### src/rtl/sbct_pkg.sv
// Shared constants and types for the swept box collision time block.
package sbct_pkg;

  localparam int SBCT_TIME_FRAC_BITS = 16;
  localparam int SBCT_COORD_W = 16;
  localparam int SBCT_MAG_W = 16;
  localparam int SBCT_LANES = 4;

  localparam int LANE_X_ENTRY = 0;
  localparam int LANE_X_EXIT = 1;
  localparam int LANE_Y_ENTRY = 2;
  localparam int LANE_Y_EXIT = 3;

  localparam logic signed [1:0] NORM_NEG = 2'sb11;
  localparam logic signed [1:0] NORM_ZERO = 2'sb00;
  localparam logic signed [1:0] NORM_POS = 2'sb01;

  typedef struct packed {
    logic reject;
    logic dx_zero;
    logic dy_zero;
    logic dx_pos;
    logic dy_pos;
  } sbct_side_t;

endpackage

### src/rtl/sbct_cell.sv
// One restoring-division step for all four time lanes, one quotient bit per cell.
module sbct_cell #(
  parameter int QW = 32
) (
  input  logic                                                   clk,
  input  logic                                                   rst,
  input  logic                                                   en,
  input  logic                                                   src_valid,
  input  sbct_pkg::sbct_side_t                                   src_side,
  input  logic [sbct_pkg::SBCT_LANES-1:0][sbct_pkg::SBCT_MAG_W-1:0] src_a,
  input  logic [sbct_pkg::SBCT_LANES-1:0][sbct_pkg::SBCT_MAG_W-1:0] src_b,
  input  logic [sbct_pkg::SBCT_LANES-1:0][sbct_pkg::SBCT_MAG_W-1:0] src_rem,
  input  logic [sbct_pkg::SBCT_LANES-1:0][QW-1:0]                src_q,
  input  logic [sbct_pkg::SBCT_LANES-1:0]                        src_neg,
  output logic                                                   valid,
  output sbct_pkg::sbct_side_t                                   side,
  output logic [sbct_pkg::SBCT_LANES-1:0][sbct_pkg::SBCT_MAG_W-1:0] a,
  output logic [sbct_pkg::SBCT_LANES-1:0][sbct_pkg::SBCT_MAG_W-1:0] b,
  output logic [sbct_pkg::SBCT_LANES-1:0][sbct_pkg::SBCT_MAG_W-1:0] rem,
  output logic [sbct_pkg::SBCT_LANES-1:0][QW-1:0]                q,
  output logic [sbct_pkg::SBCT_LANES-1:0]                        neg
);
  import sbct_pkg::*;

  logic [SBCT_LANES-1:0][SBCT_MAG_W:0]   trial;
  logic [SBCT_LANES-1:0][SBCT_MAG_W:0]   diff;
  logic [SBCT_LANES-1:0]                 fits;
  logic [SBCT_LANES-1:0][SBCT_MAG_W-1:0] rem_next;

  always_comb begin
    for (int l = 0; l < SBCT_LANES; l++) begin
      trial[l] = {src_rem[l], src_a[l][SBCT_MAG_W-1]};
      diff[l] = trial[l] - {1'b0, src_b[l]};
      fits[l] = trial[l] >= {1'b0, src_b[l]};
      rem_next[l] = fits[l] ? diff[l][SBCT_MAG_W-1:0] : trial[l][SBCT_MAG_W-1:0];
    end
  end

  always_ff @(posedge clk) begin
    if (rst) begin
      valid <= 1'b0;
    end else if (en) begin
      valid <= src_valid;
    end
    if (en) begin
      side <= src_side;
      neg <= src_neg;
      b <= src_b;
      rem <= rem_next;
      for (int l = 0; l < SBCT_LANES; l++) begin
        a[l] <= {src_a[l][SBCT_MAG_W-2:0], 1'b0};
        q[l] <= {src_q[l][QW-2:0], fits[l]};
      end
    end
  end

endmodule

### config.mk
export PLATFORM = sky130hd
export DESIGN_NAME = sbct_cell
export DESIGN_NICKNAME = d
export VERILOG_FILES = /design/src/rtl/sbct_pkg.sv /design/src/rtl/sbct_cell.sv
export SDC_FILE = /design/constraint.sdc
export NUM_CORES = 1
export LEC_CHECK = 0
export BUFFER_PORTS_ARGS = -buffer_cell sky130_fd_sc_hd__buf_2
export CAP_MARGIN = 20
export CORE_AREA = 2 2 255 257
export CTS_CLUSTER_SIZE = 25
export DETAILED_ROUTE_END_ITERATION = 8
export DIE_AREA = 0 0 257 259
export PLACE_DENSITY_LB_ADDON = 0.25
export REMOVE_ABC_BUFFERS = 1
export SLEW_MARGIN = 5
export SYNTH_ARGS = -nofsm -noshare
export SYNTH_HDL_FRONTEND = slang
export SYNTH_SLANG_ARGS = --single-unit
export TNS_END_PERCENT = 1
### constraint.sdc
create_clock -name clk -period 4.1 [get_ports clk]
set_clock_uncertainty 0.1 [all_clocks]
set_input_delay 0.615 -clock clk [delete_from_list [all_inputs] [get_ports clk]]
set_output_delay 0.615 -clock clk [all_outputs]
set_load 0.01 [all_outputs]
# Word-level counts from Yosys, hierarchy flattened
# Cells that the tools add are included.
dict set report word_totals {
  output_inout_bits 330
  regBits 326
  elab_cells 35
}
dict set report op_classes {
  order_cmp 4
  add_sub_neg 4
  n_mux 4
}
# op count
set ops {}
lappend ops {{17-bit by 16-bit greater-or-equal comparator with 1-bit output} 4}
lappend ops {{16-bit two-way mux} 4}
lappend ops {{16-bit subtractor} 4}

# Logic depth before layout (Yosys ltp)
dict set report logic_depth {
  ltp_word 2
  depth_mapped 11
}

# Worst setup path after synthesis
# OpenSTA, ideal clock, no wires.
dict set report synth_path {
  path_type {input to register}
  start {in src_b[54] (netlist bit)}
  end {reg rem[62] (netlist bit) (data pin)}
  arrival_ps 2710
  required_ps 3740
  setup_ps 260
  path_stages 9
  slack_ps 1030
  path_cell_list {inv_1 -> ha_1 -> a211o_1 -> and3b_1 -> o31a_1 -> a211oi_2 -> a31oi_4 -> buf_6 -> mux2_4}
}
# item line_no
set synth_rtl {}
lappend synth_rtl {{start, declared} sbct_cell.sv:11} ;# input logic [sbct_pkg::SBCT_LANES-1:0][sbct_pkg::SBCT_MAG_W-1:0] src_b,
lappend synth_rtl {{end signal, assigned} sbct_cell.sv:49} ;# rem <= rem_next;
lappend synth_rtl {{end, declared} sbct_cell.sv:19} ;# output logic [sbct_pkg::SBCT_LANES-1:0][sbct_pkg::SBCT_MAG_W-1:0] rem,

==> impl_metrics.ini <==
[logic_synthesis]
synthTopCellsByArea = edfxtp_1 71%, ha_1 5.8%, mux2_2 2.2%, inv_1 2.1%, o21ai_0 2.0%
synth.ff_latch_count = 326
synth_ff_type = edfxtp_1
synth_cells = 912
synth_top_area_share_pct = 70.77
synth-edff-count = 325
yosys_warnings = 0
ys_seq_area_share_pct = 70.92
synth_area_per_cell_um2 = 15.12
async_reset_ff_share_pct = 0
ys_types = 60
yosysTopAreaCell = edfxtp_1
syn_area_mm2 = 0.01379

[global_route]
first_global_vias = 10390
grt_pass1_wl_um = 65150
antenna_found_initial = 12
grt_remaining_overflow = 0
grt_max_degree = 96
grt_use_total_pct = 12.92

[critical_path]
crit_start = src_b[49]
slowest_stage = a31oi_4
cp.buffers_inverters = 2
path_delay_family = compound AO/OA/AOI/OAI gates
r2r-start = valid$_SDFFE_PP0P_
worstSetupEndpointType = flop
r2r-end = valid$_SDFFE_PP0P_
crit_required_ns = 4.30
path_class = input pin to flop
max_stage_delay_ns = 0.67
cp-start-kind = input pin
crit_chain = buf_2 > inv_1 > ha_1 > nor2b_1 > o211ai_1 > a31oi_1 > a211oi_2 > a31oi_4 > mux2_2
cp.depth = 9
worst_ep_arrival_time_ns = 3.18
critPathMaxFanout = 19
ff2ff_path_depth = 2
r2r_slack_ns = 3.42

[routing]
routed.top_layer = met5
remaining_drc_errors = 0
dr_wl_met2_um = 23400
detail_route.iter0.violations = 633
vias_per_cell = 4.087
met1_length_um = 17460
drt-total-wl_um = 45530
wl_per_cell_um = 18.18
num_vias = 10230
firstDrtPassIters = 7
antenna_left = 0
dr_wl_met3_um = 3690

[clock_network]
cts_root_buffer = clkbuf_16
cts_inserted_buffers = 40
cts_setup_buffers = 0
htree_levels = 2
cts_resized = 0
ctsHoldBuffers = 0
clock_sinks = 326
clock_latency_ns = 0.54
clockBufferDepth = 3
path_clk_slew_ns = 0.06
cts_tree = yes

[die]
start_util_pct = 21.59
core-area_mm2 = 0.06388
dieArea_mm2 = 0.06656
die_width_um = 257
die_h_um = 259
row_count = 93
ioPinCount = 663

[min_path]
hold_path_class = input pin to flop
min_from = rst
holdPathStages = 2
whs_endpoint = valid$_SDFFE_PP0P_

[power]
peakVddDrop_mv = 0.2624
p_leak_nw = 8.419
powerDensity_mw_per_mm2 = 457.3

[cells_and_area]
nets = 2013
syn_to_final_growth_pct = 41.09
drive_above_1_share_pct = 46.26
design_area_mm2 = 0.01945
final_core_util_pct = 30.45

[sta]
setup_viol = 0
final_hold_viol_count = 0
finalCriticalPeriod_ns = 2.981
max_slew.worst_pin.slew_ns = 0.8550
relSlewSlack_pct = 43.00
finalSetupTns_ns = 0
max_clock_freq_ghz = 0.3355
drv_slew = 0
post-route-period-util_pct = 72.70
rsz0062_at_grt = no

[run_status]
outcome = finished clean

[placed_design]
placed_area_mm2 = 0.01823
gp_congestion = 0.8448
hpwl_um = 36300
port_buffers = 654

[flow_run]
max_cap_violations = 0
layout by cell type, fill, tap and decap left out, types with 7 or more instances in the layout:
cell type and count:
buf_2 653, edfxtp_1 325, inv_1 77, ha_1 64, o21ai_0 55, nand2_1 54, a21oi_1 46, clkbuf_16 40
nor2_1 38, xnor2_1 27, mux2_2 27, xor2_1 20, a21o_1 16, nor2b_1 15, clkinv_1 12, nand3_1 11
nor3_1 11, o21a_1 11, buf_4 8, a31oi_1 7, clkbuf_1 7
Yosys cell counts, types with 3 or more instances:
cell,n
nor2_1,38
nand3_1,11
a2111oi_0,3
a211oi_1,6
and3_1,4
nor2b_1,15
edfxtp_1,325
a31oi_1,7
mux2i_1,6
or2_2,5
nand2b_1,5
o31ai_1,5
o21bai_1,3
nand4_1,5
mux2_2,27
a21oi_1,46
nand2_1,54
a21o_1,16
inv_1,77
xnor2_1,27
nor3_1,11
clkbuf_1,5
o21a_1,11
o31a_1,5
fa_1,4
buf_4,5
xor2_1,20
o21ai_0,55
ha_1,64
or3_1,3
o211ai_1,4
nor4_1,6
how the worst max path moves through the flow:
stage                        endpoint
floorplan           rem[45]$_DFFE_PP_
global placement    rem[59]$_DFFE_PP_
detailed placement  rem[51]$_DFFE_PP_
CTS                 rem[51]$_DFFE_PP_
global route        rem[55]$_DFFE_PP_
finish              rem[55]$_DFFE_PP_
routing by layer:
layer / vias to the layer above / track usage (%)
met3: 58 / 4.589
met5: - / 0
li1: 4869 / -
met1: 4924 / 14.39
met2: 370 / 22.99
met4: 12 / 4.037
per-stage QoR:
stage          cells  setup slack [ns]  power (mW)  hold slack (ns)
5_1_grt         2502            0.9979       9.341          0.08480
6_report        2504             1.119       8.897           0.1246
3_5_place_dp    2425            0.6041       5.703           0.3819
4_1_cts         2498             1.204       9.073          0.07338
3_3_place_gp    2425            0.6468       5.692           0.3734
2_1_floorplan    904            0.9617       4.915           0.4279
report_power, final:
group / total (mW) / internal [mW] / switching (mW)
sequential: 4.13 / 4.05 / 0.0806
clock: 3.29 / 1.87 / 1.42
combinational: 1.48 / 0.629 / 0.853
cell type report:
| cell class | count | area (um^2) |
|---|---|---|
| diodes | 6 | 15.01 |
| fillers | 6589 | 44430 |
| clock inverters | 26 | 186.4 |
| well taps | 855 | 1070 |
| flip-flops and latches | 326 | 9779 |
| clock buffers | 47 | 1027 |
| multi-input cells | 501 | 3665 |
| inverters | 77 | 289.0 |
| repair buffers | 666 | 3423 |
state kept, by name, indices dropped and copies added (netlist names):
name / cells
q: 128
b: 64
rem: 64
a: 60
side: 5
neg: 4
valid: 1
kinds of logic (layout without fill, tap and decap cells):
kind of cell | count (synthesis) | after routing | share of synthesized area (%)
flops | 326 | 326 | 70.92
compound gates | 182 | 182 | 8.575
simple gates | 166 | 166 | 5.771
buf+inv | 88 | 816 | 2.586
fa+ha+maj | 68 | 68 | 6.388
xor+xnor | 47 | 47 | 2.985
mux | 34 | 34 | 2.749
other cells | 1 | 10 | 0.02719
No activity file was read; power rests on OpenSTA's default activity.
