File: config.mk
export PLATFORM = sky130hd
export DESIGN_NAME = sbct_back
export DESIGN_NICKNAME = d
export VERILOG_FILES = /design/src/rtl/sbct_pkg.sv /design/src/rtl/sbct_back.sv
export SDC_FILE = /design/constraint.sdc
export NUM_CORES = 1
export LEC_CHECK = 0
export BUFFER_PORTS_ARGS = -buffer_cell sky130_fd_sc_hd__buf_2
export CAP_MARGIN = 10
export CORE_UTILIZATION = 65
export CTS_CLUSTER_DIAMETER = 150
export DETAILED_ROUTE_END_ITERATION = 6
export GPL_ROUTABILITY_DRIVEN = 0
export PLACE_DENSITY = 0.85
export SYNTH_ARGS = -nofsm -noshare
export SYNTH_HDL_FRONTEND = slang
export SYNTH_SLANG_ARGS = --single-unit
File: constraint.sdc
create_clock -name clk -period 11.7 [get_ports clk]
set_input_delay 1.755 -clock clk [delete_from_list [all_inputs] [get_ports clk]]
set_output_delay 1.755 -clock clk [all_outputs]
set_load 0.02 [all_outputs]
File: src/rtl/sbct_pkg.sv
// Shared constants and types for the swept box collision time block.
package sbct_pkg;

  localparam int SBCT_TIME_FRAC_BITS = 16;
  localparam int SBCT_COORD_W = 16;
  localparam int SBCT_MAG_W = 16;
  localparam int SBCT_LANES = 4;

  localparam int LANE_X_ENTRY = 0;
  localparam int LANE_X_EXIT = 1;
  localparam int LANE_Y_ENTRY = 2;
  localparam int LANE_Y_EXIT = 3;

  localparam logic signed [1:0] NORM_NEG = 2'sb11;
  localparam logic signed [1:0] NORM_ZERO = 2'sb00;
  localparam logic signed [1:0] NORM_POS = 2'sb01;

  typedef struct packed {
    logic reject;
    logic dx_zero;
    logic dy_zero;
    logic dx_pos;
    logic dy_pos;
  } sbct_side_t;

endpackage

File: src/rtl/sbct_back.sv
// Signed time recovery, interval tests and face normal selection.
module sbct_back #(
  parameter int TFB = 16,
  parameter int QW = 32
) (
  input  logic                                    clk,
  input  logic                                    rst,
  input  logic                                    en,
  input  logic                                    src_valid,
  input  sbct_pkg::sbct_side_t                    src_side,
  input  logic [sbct_pkg::SBCT_LANES-1:0][sbct_pkg::SBCT_MAG_W-1:0] src_rem,
  input  logic [sbct_pkg::SBCT_LANES-1:0][QW-1:0] src_q,
  input  logic [sbct_pkg::SBCT_LANES-1:0]         src_neg,
  output logic                                    valid,
  output logic                                    hit,
  output logic [TFB:0]                            entry_time,
  output logic signed [1:0]                       normal_x,
  output logic signed [1:0]                       normal_y
);
  import sbct_pkg::*;

  localparam int TW = QW + 2;
  localparam logic signed [TW-1:0] T_MIN = {1'b1, {(TW-1){1'b0}}};
  localparam logic signed [TW-1:0] T_MAX = {1'b0, {(TW-1){1'b1}}};
  localparam logic signed [TW-1:0] T_ONE = TW'(1) << TFB;

  logic [SBCT_LANES-1:0][TW-1:0] mag;
  logic signed [TW-1:0] t_next [SBCT_LANES];
  logic signed [TW-1:0] t [SBCT_LANES];
  sbct_side_t side1;
  logic valid1;
  logic signed [TW-1:0] te, tx;
  logic x_wins, ok;

  always_comb begin
    for (int l = 0; l < SBCT_LANES; l++) begin
      mag[l] = {2'b00, src_q[l]} + TW'(src_rem[l] != '0);
      t_next[l] = src_neg[l] ? -$signed(mag[l]) : $signed({2'b00, src_q[l]});
    end
    if (src_side.dx_zero) begin
      t_next[LANE_X_ENTRY] = T_MIN;
      t_next[LANE_X_EXIT] = T_MAX;
    end
    if (src_side.dy_zero) begin
      t_next[LANE_Y_ENTRY] = T_MIN;
      t_next[LANE_Y_EXIT] = T_MAX;
    end
  end

  always_comb begin
    x_wins = t[LANE_X_ENTRY] > t[LANE_Y_ENTRY];
    te = x_wins ? t[LANE_X_ENTRY] : t[LANE_Y_ENTRY];
    tx = (t[LANE_X_EXIT] < t[LANE_Y_EXIT]) ? t[LANE_X_EXIT] : t[LANE_Y_EXIT];
    ok = !side1.reject
      && !(t[LANE_X_ENTRY] < 0 && t[LANE_Y_ENTRY] < 0)
      && !(t[LANE_X_ENTRY] > T_ONE) && !(t[LANE_Y_ENTRY] > T_ONE)
      && !(te > tx);
  end

  always_ff @(posedge clk) begin
    if (rst) begin
      valid1 <= 1'b0;
      valid <= 1'b0;
    end else if (en) begin
      valid1 <= src_valid;
      valid <= valid1;
    end
    if (en) begin
      side1 <= src_side;
      for (int l = 0; l < SBCT_LANES; l++) begin
        t[l] <= t_next[l];
      end
      hit <= ok;
      entry_time <= ok ? te[TFB:0] : '0;
      normal_x <= (ok && x_wins) ? (side1.dx_pos ? NORM_NEG : NORM_POS) : NORM_ZERO;
      normal_y <= (ok && !x_wins) ? (side1.dy_pos ? NORM_NEG : NORM_POS) : NORM_ZERO;
    end
  end

endmodule

; ---- Yosys cells after proc, flatten, opt, wreduce, memory -nomap -nowiden
; Memories as Yosys holds them, arrays and structs flattened.
; Cells that the tools add are included.
[classes]
n_bitwise = 0
n_shift = 0
n_mul = 0
div = 0
n_lt_le_gt_ge = 7
add_sub_neg = 8
n_mux = 12
n_reduce_logical = 17
eq_ne = 0
[ops]
columns = operator, n
row1 = $mux 34, 6
row2 = $mux 68, 2
row3 = $neg 33->34, 4
row4 = $add 32x1->33, 4
row5 = $gt 34x18->1 const B, 2
row6 = $gt 34x34->1, 2
row7 = $lt 34x1->1 const B, 2
row8 = $reduce_bool 16->1, 4
row9 = $lt 34x34->1, 1
row10 = $logic_and 1x1->1, 7
row11 = $logic_not 1->1, 6
row12 = $mux 2, 2
row13 = $mux 1, 2
[totals]
memories = 1
latchBits = 0
out_inout_bits = 23
rom_bits = 0
reg_bits = 27
ramBits = 136
[memory_table]
columns = memory, words, word_bits, read_ports, rd_clocked_by_memory_dff, wr, line_no
row1 = t, 4, 34, 4, 0, 4, sbct_back.sv:29  ; logic signed [TW-1:0] t [SBCT_LANES];

; ---- Depth between registers and ports, before layout
; An unclocked memory read counts as a cell.
[logic_depth]
word_depth = 9
mapped_depth = 24
mapped_depth_nobuf = 21

; ---- Least setup slack after synthesis
; No wires, ideal clock.
[synth_path]
kind = input port to flip-flop
start = input src_rem[18] (netlist bit)
end = memory t[1][29] (netlist bit), data pin
setup_slack_ns = 6.806
arrival_time_ns = 4.635
setup_time_ns = 0.259
stages = 15
cell_sequence = nor4_1 -> and4_1 -> ha_1 -> ha_1 -> inv_1 -> ha_1 -> or2_2 -> a21oi_1 -> o31ai_1 -> a311oi_1 -> nand4_1 -> a22oi_1 -> a31oi_1 -> xnor2_1 -> a211o_1
[synth_rtl]
columns = item, line_no
row1 = "start, declared", sbct_back.sv:11  ; input logic [sbct_pkg::SBCT_LANES-1:0][sbct_pkg::SBCT_MAG_W-1:0] src_rem,
row2 = "end, declared", sbct_back.sv:29

==> out/metrics.cfg <==
[run_status]
outcome = finished, final reports clean

[critical_path]
r2r.worst_path.cells = 20
worst_path_max_delay_cell = sky130_fd_sc_hd__nand2_1
critPathArrivalTime_ps = 6760
r2r_start = t[1][27]$_SDFFCE_PP1P_
crit_fanout = 35
r2r_setup_slack_ps = 5170
crit_path_end_kind = flop
cpPeakStageDelay_ps = 870
worstSetupStartpoint = t[1][27]$_SDFFCE_PP1P_
worst-endpoint-required_ps = 11930
critical_path.most_common_cell = sky130_fd_sc_hd__a21o_1
r2r_path_end = entry_time[6]$_SDFFCE_PN0P_
critical_path_class = flop to flop
path_cells = ha_1 -> a21o_1 -> a21o_1 -> a21o_1 -> a21o_1 -> a21oi_1 -> o211ai_1 -> nand2_1 -> nand3_1 -> buf_16 -> a32oi_1 -> ha_1 -> nand4_1 -> or3_1 -> or3_1 -> o221ai_1 -> a21oi_1 -> o22a_1 -> a21oi_2 -> a21boi_0
timing.critical_path.from_type = flop

[power]
pwr-share-seq_pct = 32.9
net_switching_uw = 875
switching_share_pct = 37.8
pwr_density_cell_mw_per_mm2 = 121
fin_total_pwr_uw = 2310
comb_power_share_pct = 42.4
clkPwrFrac_pct = 24.7
vdd.ir_drop.worst_mv = 0.117
p_int_uw = 1440
total_leakage_power_uw = 0.00924

[sta]
timing.slew.headroom_pct = 22.4
fin_crit_sh_pct = 55.8
final-setup-viol-count = 0
setup-tns-final_ps = 0
max_freq_mhz = 153
hold_viol = 0
timing.final.crit_period_ps = 6530
drv_slew = 0
setup_repair_after_global_routing_missed_its_margin = no
finClkSkew_ps = 11.6
worstMarginPinSlew_ps = 1160

[worst_hold_path]
holdCritStartpoint = valid$_SDFFE_PP0P_
whs_endpoint = valid$_SDFFE_PP0P_
min_path_type = flop to flop
hold_path_depth = 2

[grt]
initial_antenna_violation_count = 0
grt_start_max_net_pins = 83
grt-ovfl-total = 0
grt_pass1_vias = 15300
globalRouteTotalUtil_pct = 34.2
grt_first_pass_wirelength_um = 73500

[synthesis]
synthMuxAreaShare_pct = 2.62
synthesis.yosys.warnings = 0
post_synth_xor_area_fraction_pct = 4.46
synthesis.area_per_instance_um2 = 8.52
ys_ff_latch = 163
synth_top_area_share_pct = 28.1
simple_gate_area_share_of_the_yosys_netlist_pct = 15.6
number_of_enable_type_register_cells_in_the_synthesized_netlist = 161
adder_cell_area_share_of_the_yosys_netlist_pct = 17.6
ys_seq_area_share_pct = 28.3
synth_nets = 2466
combinational_family_with_the_most_area_after_synthesis = compound AO/OA/AOI/OAI gates
ys.flop_type = sky130_fd_sc_hd__edfxtp_1
synth_top_cell_by_area = sky130_fd_sc_hd__edfxtp_1
most_area_consuming_cells_after_synthesis = sky130_fd_sc_hd__edfxtp_1, sky130_fd_sc_hd__ha_1, sky130_fd_sc_hd__inv_1, sky130_fd_sc_hd__a21o_1, sky130_fd_sc_hd__a21oi_1
postSynth.asyncResetShare_pct = 0
synth_cells = 2019
synth-compound-area-share_pct = 24.5
yosysUniqueCellTypes = 72
syn_area_mm2 = 0.0172

[placed_design]
port_buffers = 227
dpl-instance-area_mm2 = 0.0186
place_inst = 2517
dp_hpwl_um = 35500

[detailed_routing]
drtAntennaViolNets = 0
avgRoutedWirePerCell_um = 18.2
drcViolationCount = 0
detail_route.iter0.violations = 1602
route.vias.total = 16500
postRouteWirelength_um = 46500
post_drt_via_cell_ratio = 6.47
drtPass1Iterations = 6

[finish]
final_util_pct = 73.9
area_growth_syn_to_layout_pct = 11.5
stdcell_area_mm2 = 0.0192
num_antenna_cells = 0
drive_gt1_share_pct = 13.0
finalNetCount = 2649
instances_no_fill = 2550

[clocking]
cts_tree = built
clk_transition_reported_paths_ps = 70
insertion_delay_of_the_later_clocked_pin_in_the_worst_skew_pair_ps = 440
post_cts_buffers = 0
cts_resized = 0
cts_max_level = 4
tritoncts.num_buffers = 17
cts_num_sinks = 163
cts_hold_buf = 0
max-clock-path-buffers = 2
cts-root-buf = sky130_fd_sc_hd__clkbuf_16

[die]
rows = 59
die_width_um = 165
die-area_mm2 = 0.0271
initial_core_util_pct = 66.2
ioPinCount = 228
die_height_um = 165
fp.coreArea_mm2 = 0.0260

[flow_run]
cap_violations = 0

-- cells in the final DEF (no fill, tap or decap), drive strengths merged, types with 42 or more instances in the layout --
master    n
ha      242
edfxtp  161
o211ai   42
nor2    141
o21ai   112
xnor2    61
a21oi   143
a21o     98
inv     246
mux2i    45
nand2   123
nand3    65
buf     235
-- cell usage after synthesis (all sizes together), types with 7 or more instances --
cell type / n
a31oi: 16
nand2b: 26
a21oi: 143
a211oi: 19
nor4: 34
inv: 240
clkbuf: 63
nand3: 65
a21o: 98
a211o: 12
nand2: 123
o31ai: 14
buf: 8
and4: 7
nor3: 35
edfxtp: 161
nand3b: 8
nand4: 33
nor2b: 16
o211ai: 42
o21a: 15
o21bai: 20
ha: 242
a32oi: 34
mux2i: 45
or3: 11
nor2: 141
o21ai: 112
and3: 22
xor2: 25
xnor2: 61
a21boi: 27
-- metal layers --
metal,GRT usage [%],part of all wire (%),vias up
met1,43.9,41,7616
met4,14.8,3.6,0
met3,5.70,8.8,152
li1,-,-,7867
met2,56.7,47,851
met5,0,0,-
-- cell families (layout without fill, tap and decap cells) --
logic type / Yosys count / count (layout)
and+or+nand+nor: 546 / 546
muxes: 45 / 45
AOI/OAI and AO/OA: 623 / 623
buffers and inverters: 314 / 510
DFF: 163 / 163
adders and majority gates: 242 / 242
xor gates and xnor gates: 86 / 86
-- state kept, by name, summed over array words and instances (netlist names) --
name	count
t	136
valid1	1
valid	1
entry_time	17
hit	1
normal_x	2
normal_y	2
side1	3
-- critical path, delay by kind of cell, from the launching register on --
| kind | cells | cell delay, ps |
|---|---|---|
| AOI/OAI and AO/OA | 12 | 2670 |
| and+or+nand+nor | 5 | 2390 |
| adders and majority gates | 2 | 500 |
| DFF | 1 | 400 |
| buffers and inverters | 1 | 360 |
-- power by group through the flow --
stage | Combinational, uW | Clock, uW | Sequential (uW)
floorplan | 687 | 0 | 752
global placement | 890 | 0 | 767
detailed placement | 934 | 0 | 768
CTS | 953 | 573 | 758
global route | 1080 | 597 | 764
finish | 980 | 572 | 761
-- cell type report --
class	instances	area, um^2
Clock buffer	18	429
Sequential cell	163	4870
Timing Repair Buffer	235	1220
Clock inverter	14	171
Tap cell	335	419
Fill cell	1942	6790
Inverter	243	912
Multi-Input combinational cell	1542	11200
-- per-stage QoR --
stage	hold slack (ps)	setup WS, ps
final	510	5170
after global routing	545	4760
after CTS	512	4510
after detailed placement	495	4620
after global placement	471	5030
after floorplan	460	6810
-- worst max-delay path by stage --
| stage | to | depth (start not counted) | slack (ps) |
|---|---|---|---|
| 2_1_floorplan | t[1][29]$_SDFFCE_PP1P_ | 15 | 6810 |
| 3_3_place_gp | normal_y[1]$_SDFFCE_PN0P_ | 19 | 5030 |
| 3_5_place_dp | entry_time[2]$_SDFFCE_PN0P_ | 19 | 4620 |
| 4_1_cts | entry_time[6]$_SDFFCE_PN0P_ | 19 | 4510 |
| 5_1_grt | entry_time[6]$_SDFFCE_PN0P_ | 18 | 4760 |
| 6_report | entry_time[6]$_SDFFCE_PN0P_ | 20 | 5170 |
Power figures use the tool's default switching activity.
