[src/rtl/sbct_pkg.sv]
// Shared constants and types for the swept box collision time block.
package sbct_pkg;

  localparam int SBCT_TIME_FRAC_BITS = 16;
  localparam int SBCT_COORD_W = 16;
  localparam int SBCT_MAG_W = 16;
  localparam int SBCT_LANES = 4;

  localparam int LANE_X_ENTRY = 0;
  localparam int LANE_X_EXIT = 1;
  localparam int LANE_Y_ENTRY = 2;
  localparam int LANE_Y_EXIT = 3;

  localparam logic signed [1:0] NORM_NEG = 2'sb11;
  localparam logic signed [1:0] NORM_ZERO = 2'sb00;
  localparam logic signed [1:0] NORM_POS = 2'sb01;

  typedef struct packed {
    logic reject;
    logic dx_zero;
    logic dy_zero;
    logic dx_pos;
    logic dy_pos;
  } sbct_side_t;

endpackage

[src/rtl/sbct_front.sv]
// Broad-phase test, zero-move rejection and divider operand setup.
module sbct_front (
  input  logic signed [sbct_pkg::SBCT_COORD_W-1:0]               moving_left,
  input  logic signed [sbct_pkg::SBCT_COORD_W-1:0]               moving_top,
  input  logic signed [sbct_pkg::SBCT_COORD_W-1:0]               moving_right,
  input  logic signed [sbct_pkg::SBCT_COORD_W-1:0]               moving_bottom,
  input  logic signed [sbct_pkg::SBCT_COORD_W-1:0]               fixed_left,
  input  logic signed [sbct_pkg::SBCT_COORD_W-1:0]               fixed_top,
  input  logic signed [sbct_pkg::SBCT_COORD_W-1:0]               fixed_right,
  input  logic signed [sbct_pkg::SBCT_COORD_W-1:0]               fixed_bottom,
  input  logic signed [sbct_pkg::SBCT_COORD_W-1:0]               move_x,
  input  logic signed [sbct_pkg::SBCT_COORD_W-1:0]               move_y,
  output sbct_pkg::sbct_side_t                                   side,
  output logic [sbct_pkg::SBCT_LANES-1:0][sbct_pkg::SBCT_MAG_W-1:0] a,
  output logic [sbct_pkg::SBCT_LANES-1:0][sbct_pkg::SBCT_MAG_W-1:0] b,
  output logic [sbct_pkg::SBCT_LANES-1:0]                        neg
);
  import sbct_pkg::*;

  logic signed [16:0] ml, mt, mr, mb, sl, st, sr, sb, dx, dy;
  logic signed [16:0] bl, bt, br, bb;
  logic signed [16:0] d_sl_mr, d_sr_ml, d_st_mb, d_sb_mt;
  logic signed [16:0] num [SBCT_LANES];
  logic signed [16:0] den [SBCT_LANES];
  logic signed [16:0] num_abs [SBCT_LANES];
  logic signed [16:0] den_abs [SBCT_LANES];
  logic dx_pos, dy_pos, dx_zero, dy_zero;

  always_comb begin
    ml = {moving_left[15], moving_left};
    mt = {moving_top[15], moving_top};
    mr = {moving_right[15], moving_right};
    mb = {moving_bottom[15], moving_bottom};
    sl = {fixed_left[15], fixed_left};
    st = {fixed_top[15], fixed_top};
    sr = {fixed_right[15], fixed_right};
    sb = {fixed_bottom[15], fixed_bottom};
    dx = {move_x[15], move_x};
    dy = {move_y[15], move_y};
    dx_pos = dx > 17'sd0;
    dy_pos = dy > 17'sd0;
    dx_zero = dx == 17'sd0;
    dy_zero = dy == 17'sd0;
    bl = dx_pos ? ml : ml + dx;
    bt = dy_pos ? mt : mt + dy;
    br = dx_pos ? mr + dx : mr;
    bb = dy_pos ? mb + dy : mb;
    side.reject = (br < sl) || (bl > sr) || (bb < st) || (bt > sb) || (dx_zero && dy_zero);
    side.dx_zero = dx_zero;
    side.dy_zero = dy_zero;
    side.dx_pos = dx_pos;
    side.dy_pos = dy_pos;
    d_sl_mr = sl - mr;
    d_sr_ml = sr - ml;
    d_st_mb = st - mb;
    d_sb_mt = sb - mt;
    num[LANE_X_ENTRY] = dx_pos ? d_sl_mr : d_sr_ml;
    num[LANE_X_EXIT] = dx_pos ? d_sr_ml : d_sl_mr;
    num[LANE_Y_ENTRY] = dy_pos ? d_st_mb : d_sb_mt;
    num[LANE_Y_EXIT] = dy_pos ? d_sb_mt : d_st_mb;
    den[LANE_X_ENTRY] = dx;
    den[LANE_X_EXIT] = dx;
    den[LANE_Y_ENTRY] = dy;
    den[LANE_Y_EXIT] = dy;
    for (int l = 0; l < SBCT_LANES; l++) begin
      num_abs[l] = num[l][16] ? -num[l] : num[l];
      den_abs[l] = den[l][16] ? -den[l] : den[l];
      a[l] = num_abs[l][SBCT_MAG_W-1:0];
      b[l] = den_abs[l][SBCT_MAG_W-1:0];
      neg[l] = num[l][16] != den[l][16];
    end
  end

endmodule

[config.mk]
export PLATFORM = sky130hd
export DESIGN_NAME = sbct_front
export DESIGN_NICKNAME = d
export VERILOG_FILES = /design/src/rtl/sbct_pkg.sv /design/src/rtl/sbct_front.sv
export SDC_FILE = /design/constraint.sdc
export NUM_CORES = 1
export LEC_CHECK = 0
export BUFFER_PORTS_ARGS = -buffer_cell sky130_fd_sc_hd__buf_2
export CORE_UTILIZATION = 60
export DETAILED_ROUTE_END_ITERATION = 8
export PLACE_DENSITY = 0.89
export SYNTH_ARGS = -nofsm -noshare
export SYNTH_HDL_FRONTEND = slang
export SYNTH_SLANG_ARGS = --single-unit
[constraint.sdc]
create_clock -name vclk -period 20.4
set_input_delay 4.08 -clock vclk [all_inputs]
set_output_delay 4.08 -clock vclk [all_outputs]
set_load 0.02 [all_outputs]
Yosys cells after proc, flatten, opt, wreduce, memory -nomap -nowiden. Cells that the tools add are included.

Flip-flop bits (word level): 0. Bits in latches: 0. Bits in writable memories: 0. ROM bits: 0. Input port bits: 160. Output and inout port bits: 137. Memories kept: 0.

Add/sub/neg operators: 14. Multiply operators: 0. Divide/modulo/power cells: 0. Magnitude comparators: 6. Eq/ne operators: 4. Shifts and indexed selects: 0. Muxes and demuxes: 14. Bitwise logic cells: 0. Reductions and logical operators: 7.

Operators by type and width (number): two-way mux 17 bit (8); two-way mux 16 bit (6); negator 16 bit (6); adder 16 x 16 -> 17 bit (4); subtractor 16 x 16 -> 17 bit (4); > comparator 17 x 16 -> 1 bit (2); zero test 17 bit (2); less-than comparator 17 x 16 -> 1 bit (2); > comparator 16 x 1 -> 1 bit (second input constant) (2); logical OR 1 bit (4); != test 1 bit (4); logical AND 1 bit (1).

Logic depth before layout (Yosys ltp).
Depth in word-level cells: 7. Depth in mapped cells: 23. Gate-level depth less buffers: 22.

Worst setup path before layout. No wires, ideal clock.

Path kind: input to output. Start point: input move_y[1] in the netlist's numbering. End point: output side[4] in the netlist's numbering. Arrival: 8.115 ns. Required time: 16.320 ns. Path slack: 8.205 ns. Cell stages on the path: 21. Cells stage by stage: inv_1 ha_1 or3b_2 nor2b_4 a21o_1 buf_6 clkbuf_8 buf_2 buf_1 clkbuf_1 o21ai_0 ha_1 a21o_1 a21o_1 a21o_1 a21o_1 a21o_1 a2111oi_0 o31ai_1 and3_1 o211ai_1.

RTL lines: start, declared (RTL line sbct_front.sv:12) `input logic signed [sbct_pkg::SBCT_COORD_W-1:0] move_y,`; end, declared (RTL line sbct_front.sv:13) `output sbct_pkg::sbct_side_t side,`.

==> metrics.log <==
[metrics] total congestion overflow: 0
[metrics] number of I/O port buffers: a little under 300
[metrics] maximum clock frequency: about 80 MHz
[metrics] CLK BUF: 0
[metrics] hold buffers post-CTS: 0
[metrics] unrepaired setup endpoints after global routing: false
[metrics] required time at the endpoint of the critical path: about 16 ns
[metrics] global-route wire length before repair: 58970 µm
[metrics] Post-Syn Area per Cell: ~7 µm²
[metrics] Max Cap Violations: 0
[metrics] crit start category: primary input
[metrics] number of setup violations in the final report: 0
[metrics] count of placed standard cells including taps: approximately 2100
[metrics] PostCTS Resize Cnt: 0
[metrics] type of the most critical hold path: primary input to output pin
[metrics] floorplan row count: 50
[metrics] post-layout power: roughly 600 µW
[metrics] total via count after detailed routing: between 10000 and 15000
[metrics] post-DP HPWL: 31690 µm
[metrics] share of layout cells above drive strength 1: between 10% and 20%
[metrics] detailed-route wire length per cell: 17.71 µm
[metrics] fin util: ~70%
[metrics] count of non-filler cells in the finished layout: approximately 2100
[metrics] DR iter-0 viols: ~1400
[metrics] hold_ws: 8.462 ns
[metrics] pin count of the biggest net entering global routing: slightly below 80
[metrics] Synth Warn #: 0
[metrics] post-synth cell types: 94
[metrics] arrival time reported for the critical path endpoint: just under 9 ns
[metrics] pins over their slew limit: 0
[metrics] relative slew slack: 43.35%
[metrics] First-pass DRT Iterations: 6
[metrics] vias per std cell: roughly 6.2
[metrics] cell area after synthesis: approximately 12000 µm²
[metrics] largest fanout of any net on the critical path: 48
[metrics] setup TNS: 0 ns
[metrics] antenna violations before repair: 2
[metrics] count leader, synth: sky130_fd_sc_hd__ha_1
[metrics] synthesis-to-finish area growth: 11.25%
[metrics] drt total wl: around 38000 µm
[metrics] cell type with the largest total area after synthesis: sky130_fd_sc_hd__ha_1
[metrics] status: complete, no violations
[metrics] leakage power summed over all cells: roughly 0.0066 µW
[metrics] worst vdd ir: around 47 µV
[metrics] net count reported at finish: 2248
[metrics] Worst setup EP type: output pin
[metrics] final critical-path share of the clock period: 62.60%
[metrics] overall die area: roughly 20000 µm²
[metrics] post-route antenna net violation count: 0
[metrics] GRT Overall Usage: 36.22%
[metrics] number of global-route vias before repair: around 12000
[metrics] fill cell total of the finished layout: between 1500 and 2000
[metrics] final routed DRC violation total: 0
[metrics] sequential cell area fraction in the yosys report: 0%
[metrics] actual slew at the worst max-slew pin: between 0.8 and 0.9 ns
[metrics] number of nets produced by synthesis: about 2000
[metrics] Core Box Area: between 15000 and 20000 µm²
[metrics] share of the synthesized area in the top cell type: between 20% and 30%
[metrics] number of flip-flops and latches: 0
[metrics] post-route minimum period: roughly 13 ns
[metrics] ranking of synthesized cells by area: sky130_fd_sc_hd__ha_1 22%, sky130_fd_sc_hd__xnor2_1 9.0%, sky130_fd_sc_hd__inv_1 5.9%, sky130_fd_sc_hd__a21oi_1 5.2%, sky130_fd_sc_hd__o21ai_0 4.0%
[metrics] cell types with the highest counts after synthesis: 200 x sky130_fd_sc_hd__ha_1, 182 x sky130_fd_sc_hd__inv_1, 125 x sky130_fd_sc_hd__nor2_1
[metrics] number of I/O pins: between 200 and 300
[metrics] area taken by multi-input logic gates: between 10000 and 15000 µm²
[metrics] die extent in y: 141.2 µm
[metrics] Chip Width: between 100 and 150 µm
[metrics] global placement routability congestion: a little over 1
[metrics] Storage cell area: 0 µm²
[metrics] starting density of the core: 61.77%
[metrics] worst hold path cell count: 2
[metrics] critical path class: primary input to output pin
[metrics] Mapped Cells: 1662
[metrics] count of final hold-check violations: 0
[metrics] Power per Cell Area: about 46 nW/µm²
[metrics] Setup Fix Bufs, Post-CTS: 0
==> placed cells by master, fill, tap and decap left out, types with 6 or more instances in the layout <==
cell / n
sky130_fd_sc_hd__a21oi_1: 121
sky130_fd_sc_hd__nand2_1: 124
sky130_fd_sc_hd__o31ai_1: 36
sky130_fd_sc_hd__nor2_1: 125
sky130_fd_sc_hd__a31o_2: 6
sky130_fd_sc_hd__o21ai_0: 94
sky130_fd_sc_hd__nand4_1: 13
sky130_fd_sc_hd__ha_1: 200
sky130_fd_sc_hd__fa_1: 8
sky130_fd_sc_hd__a31oi_1: 17
sky130_fd_sc_hd__nand3b_1: 12
sky130_fd_sc_hd__a21o_1: 49
sky130_fd_sc_hd__inv_1: 182
sky130_fd_sc_hd__mux2i_1: 46
sky130_fd_sc_hd__and2_1: 11
sky130_fd_sc_hd__and3_1: 15
sky130_fd_sc_hd__o41ai_1: 10
sky130_fd_sc_hd__a21boi_0: 8
sky130_fd_sc_hd__o21a_1: 23
sky130_fd_sc_hd__nand2b_1: 19
sky130_fd_sc_hd__buf_2: 297
sky130_fd_sc_hd__o211ai_1: 6
sky130_fd_sc_hd__a211o_1: 12
sky130_fd_sc_hd__or3_1: 11
sky130_fd_sc_hd__nand3_1: 36
sky130_fd_sc_hd__a211oi_1: 25
sky130_fd_sc_hd__nor2b_1: 22
sky130_fd_sc_hd__nor3_1: 32
sky130_fd_sc_hd__o21bai_1: 6
sky130_fd_sc_hd__a2111oi_0: 6
sky130_fd_sc_hd__xor2_1: 46
sky130_fd_sc_hd__xnor2_1: 119
sky130_fd_sc_hd__nor3b_1: 10
==> power breakdown <==
part           internal, µW  leakage (µW)  switching (µW)  total [µW]
sequential                0             0               0           0
clock             0.0000131  0.0000000127               0   0.0000131
combinational           226       0.00665             373         598
==> path summary, 6_finish.rpt <==
path / endpoint / slack (ns) / startpoint
hold / removal: b[48] / 8.46 / move_y[0]
setup / recovery: side[4] / 7.63 / move_y[1]
==> cells by family (layout without fill, tap and decap cells) <==
family                   Yosys count  after routing  synth area share (%)
AO/OA/AOI/OAI                    497            497                 28.88
AND/OR/NAND/NOR                  473            473                 20.55
buffers and inverters            268            484                 10.62
adder cells (fa/ha/maj)          208            208                 22.89
XOR/XNOR                         165            165                 12.42
multiplexers                      51             51                 4.636
other                              0              2                     0
==> cell type report <==
class,count,share of cell area [%]
Inverter,184,5.376
Multi-Input combinational cell,1394,80.41
Timing Repair Buffer,300,11.66
Antenna cell,2,0.03868
Tap cell,260,2.514
==> per-stage QoR <==
| step | area [µm²] | setup WS, ns |
|---|---|---|
| 2_1_floorplan | 11630 | 8.205 |
| 3_3_place_gp | 12930 | 7.761 |
| 3_5_place_dp | 12930 | 7.685 |
| 4_1_cts | 12930 | 7.656 |
| 5_1_grt | 12940 | 7.243 |
| 6_report | 12940 | 7.629 |
==> worst max-delay path, stage by stage <==
cell and delay, ns:
sky130_fd_sc_hd__buf_2 0.13, sky130_fd_sc_hd__inv_1 0.16, sky130_fd_sc_hd__ha_1 0.18, sky130_fd_sc_hd__or3b_2 0.53
sky130_fd_sc_hd__nor2b_4 0.16, sky130_fd_sc_hd__a21o_4 0.42, sky130_fd_sc_hd__buf_4 0.56, sky130_fd_sc_hd__o21ai_0 0.16
sky130_fd_sc_hd__ha_1 0.21, sky130_fd_sc_hd__a21o_1 0.18, sky130_fd_sc_hd__a21o_1 0.18, sky130_fd_sc_hd__a21o_1 0.17
sky130_fd_sc_hd__a21o_1 0.19, sky130_fd_sc_hd__a21o_1 0.18, sky130_fd_sc_hd__a2111oi_0 0.51, sky130_fd_sc_hd__o31ai_1 0.16
sky130_fd_sc_hd__and3_1 0.19, sky130_fd_sc_hd__o211ai_1 0.08, sky130_fd_sc_hd__buf_2 0.21
==> layer usage <==
layer  wire length [µm]  GRT usage [%]  up-vias  share of wire, %
met4               1098          9.325        0               2.9
li1                   -              -     6432                 -
met5                  0              0        -                 0
met1              16480          51.10     6088                43
met3               3872          4.925       82                10
met2              16450          57.35      687                43
(Power assumes the default switching activity.)
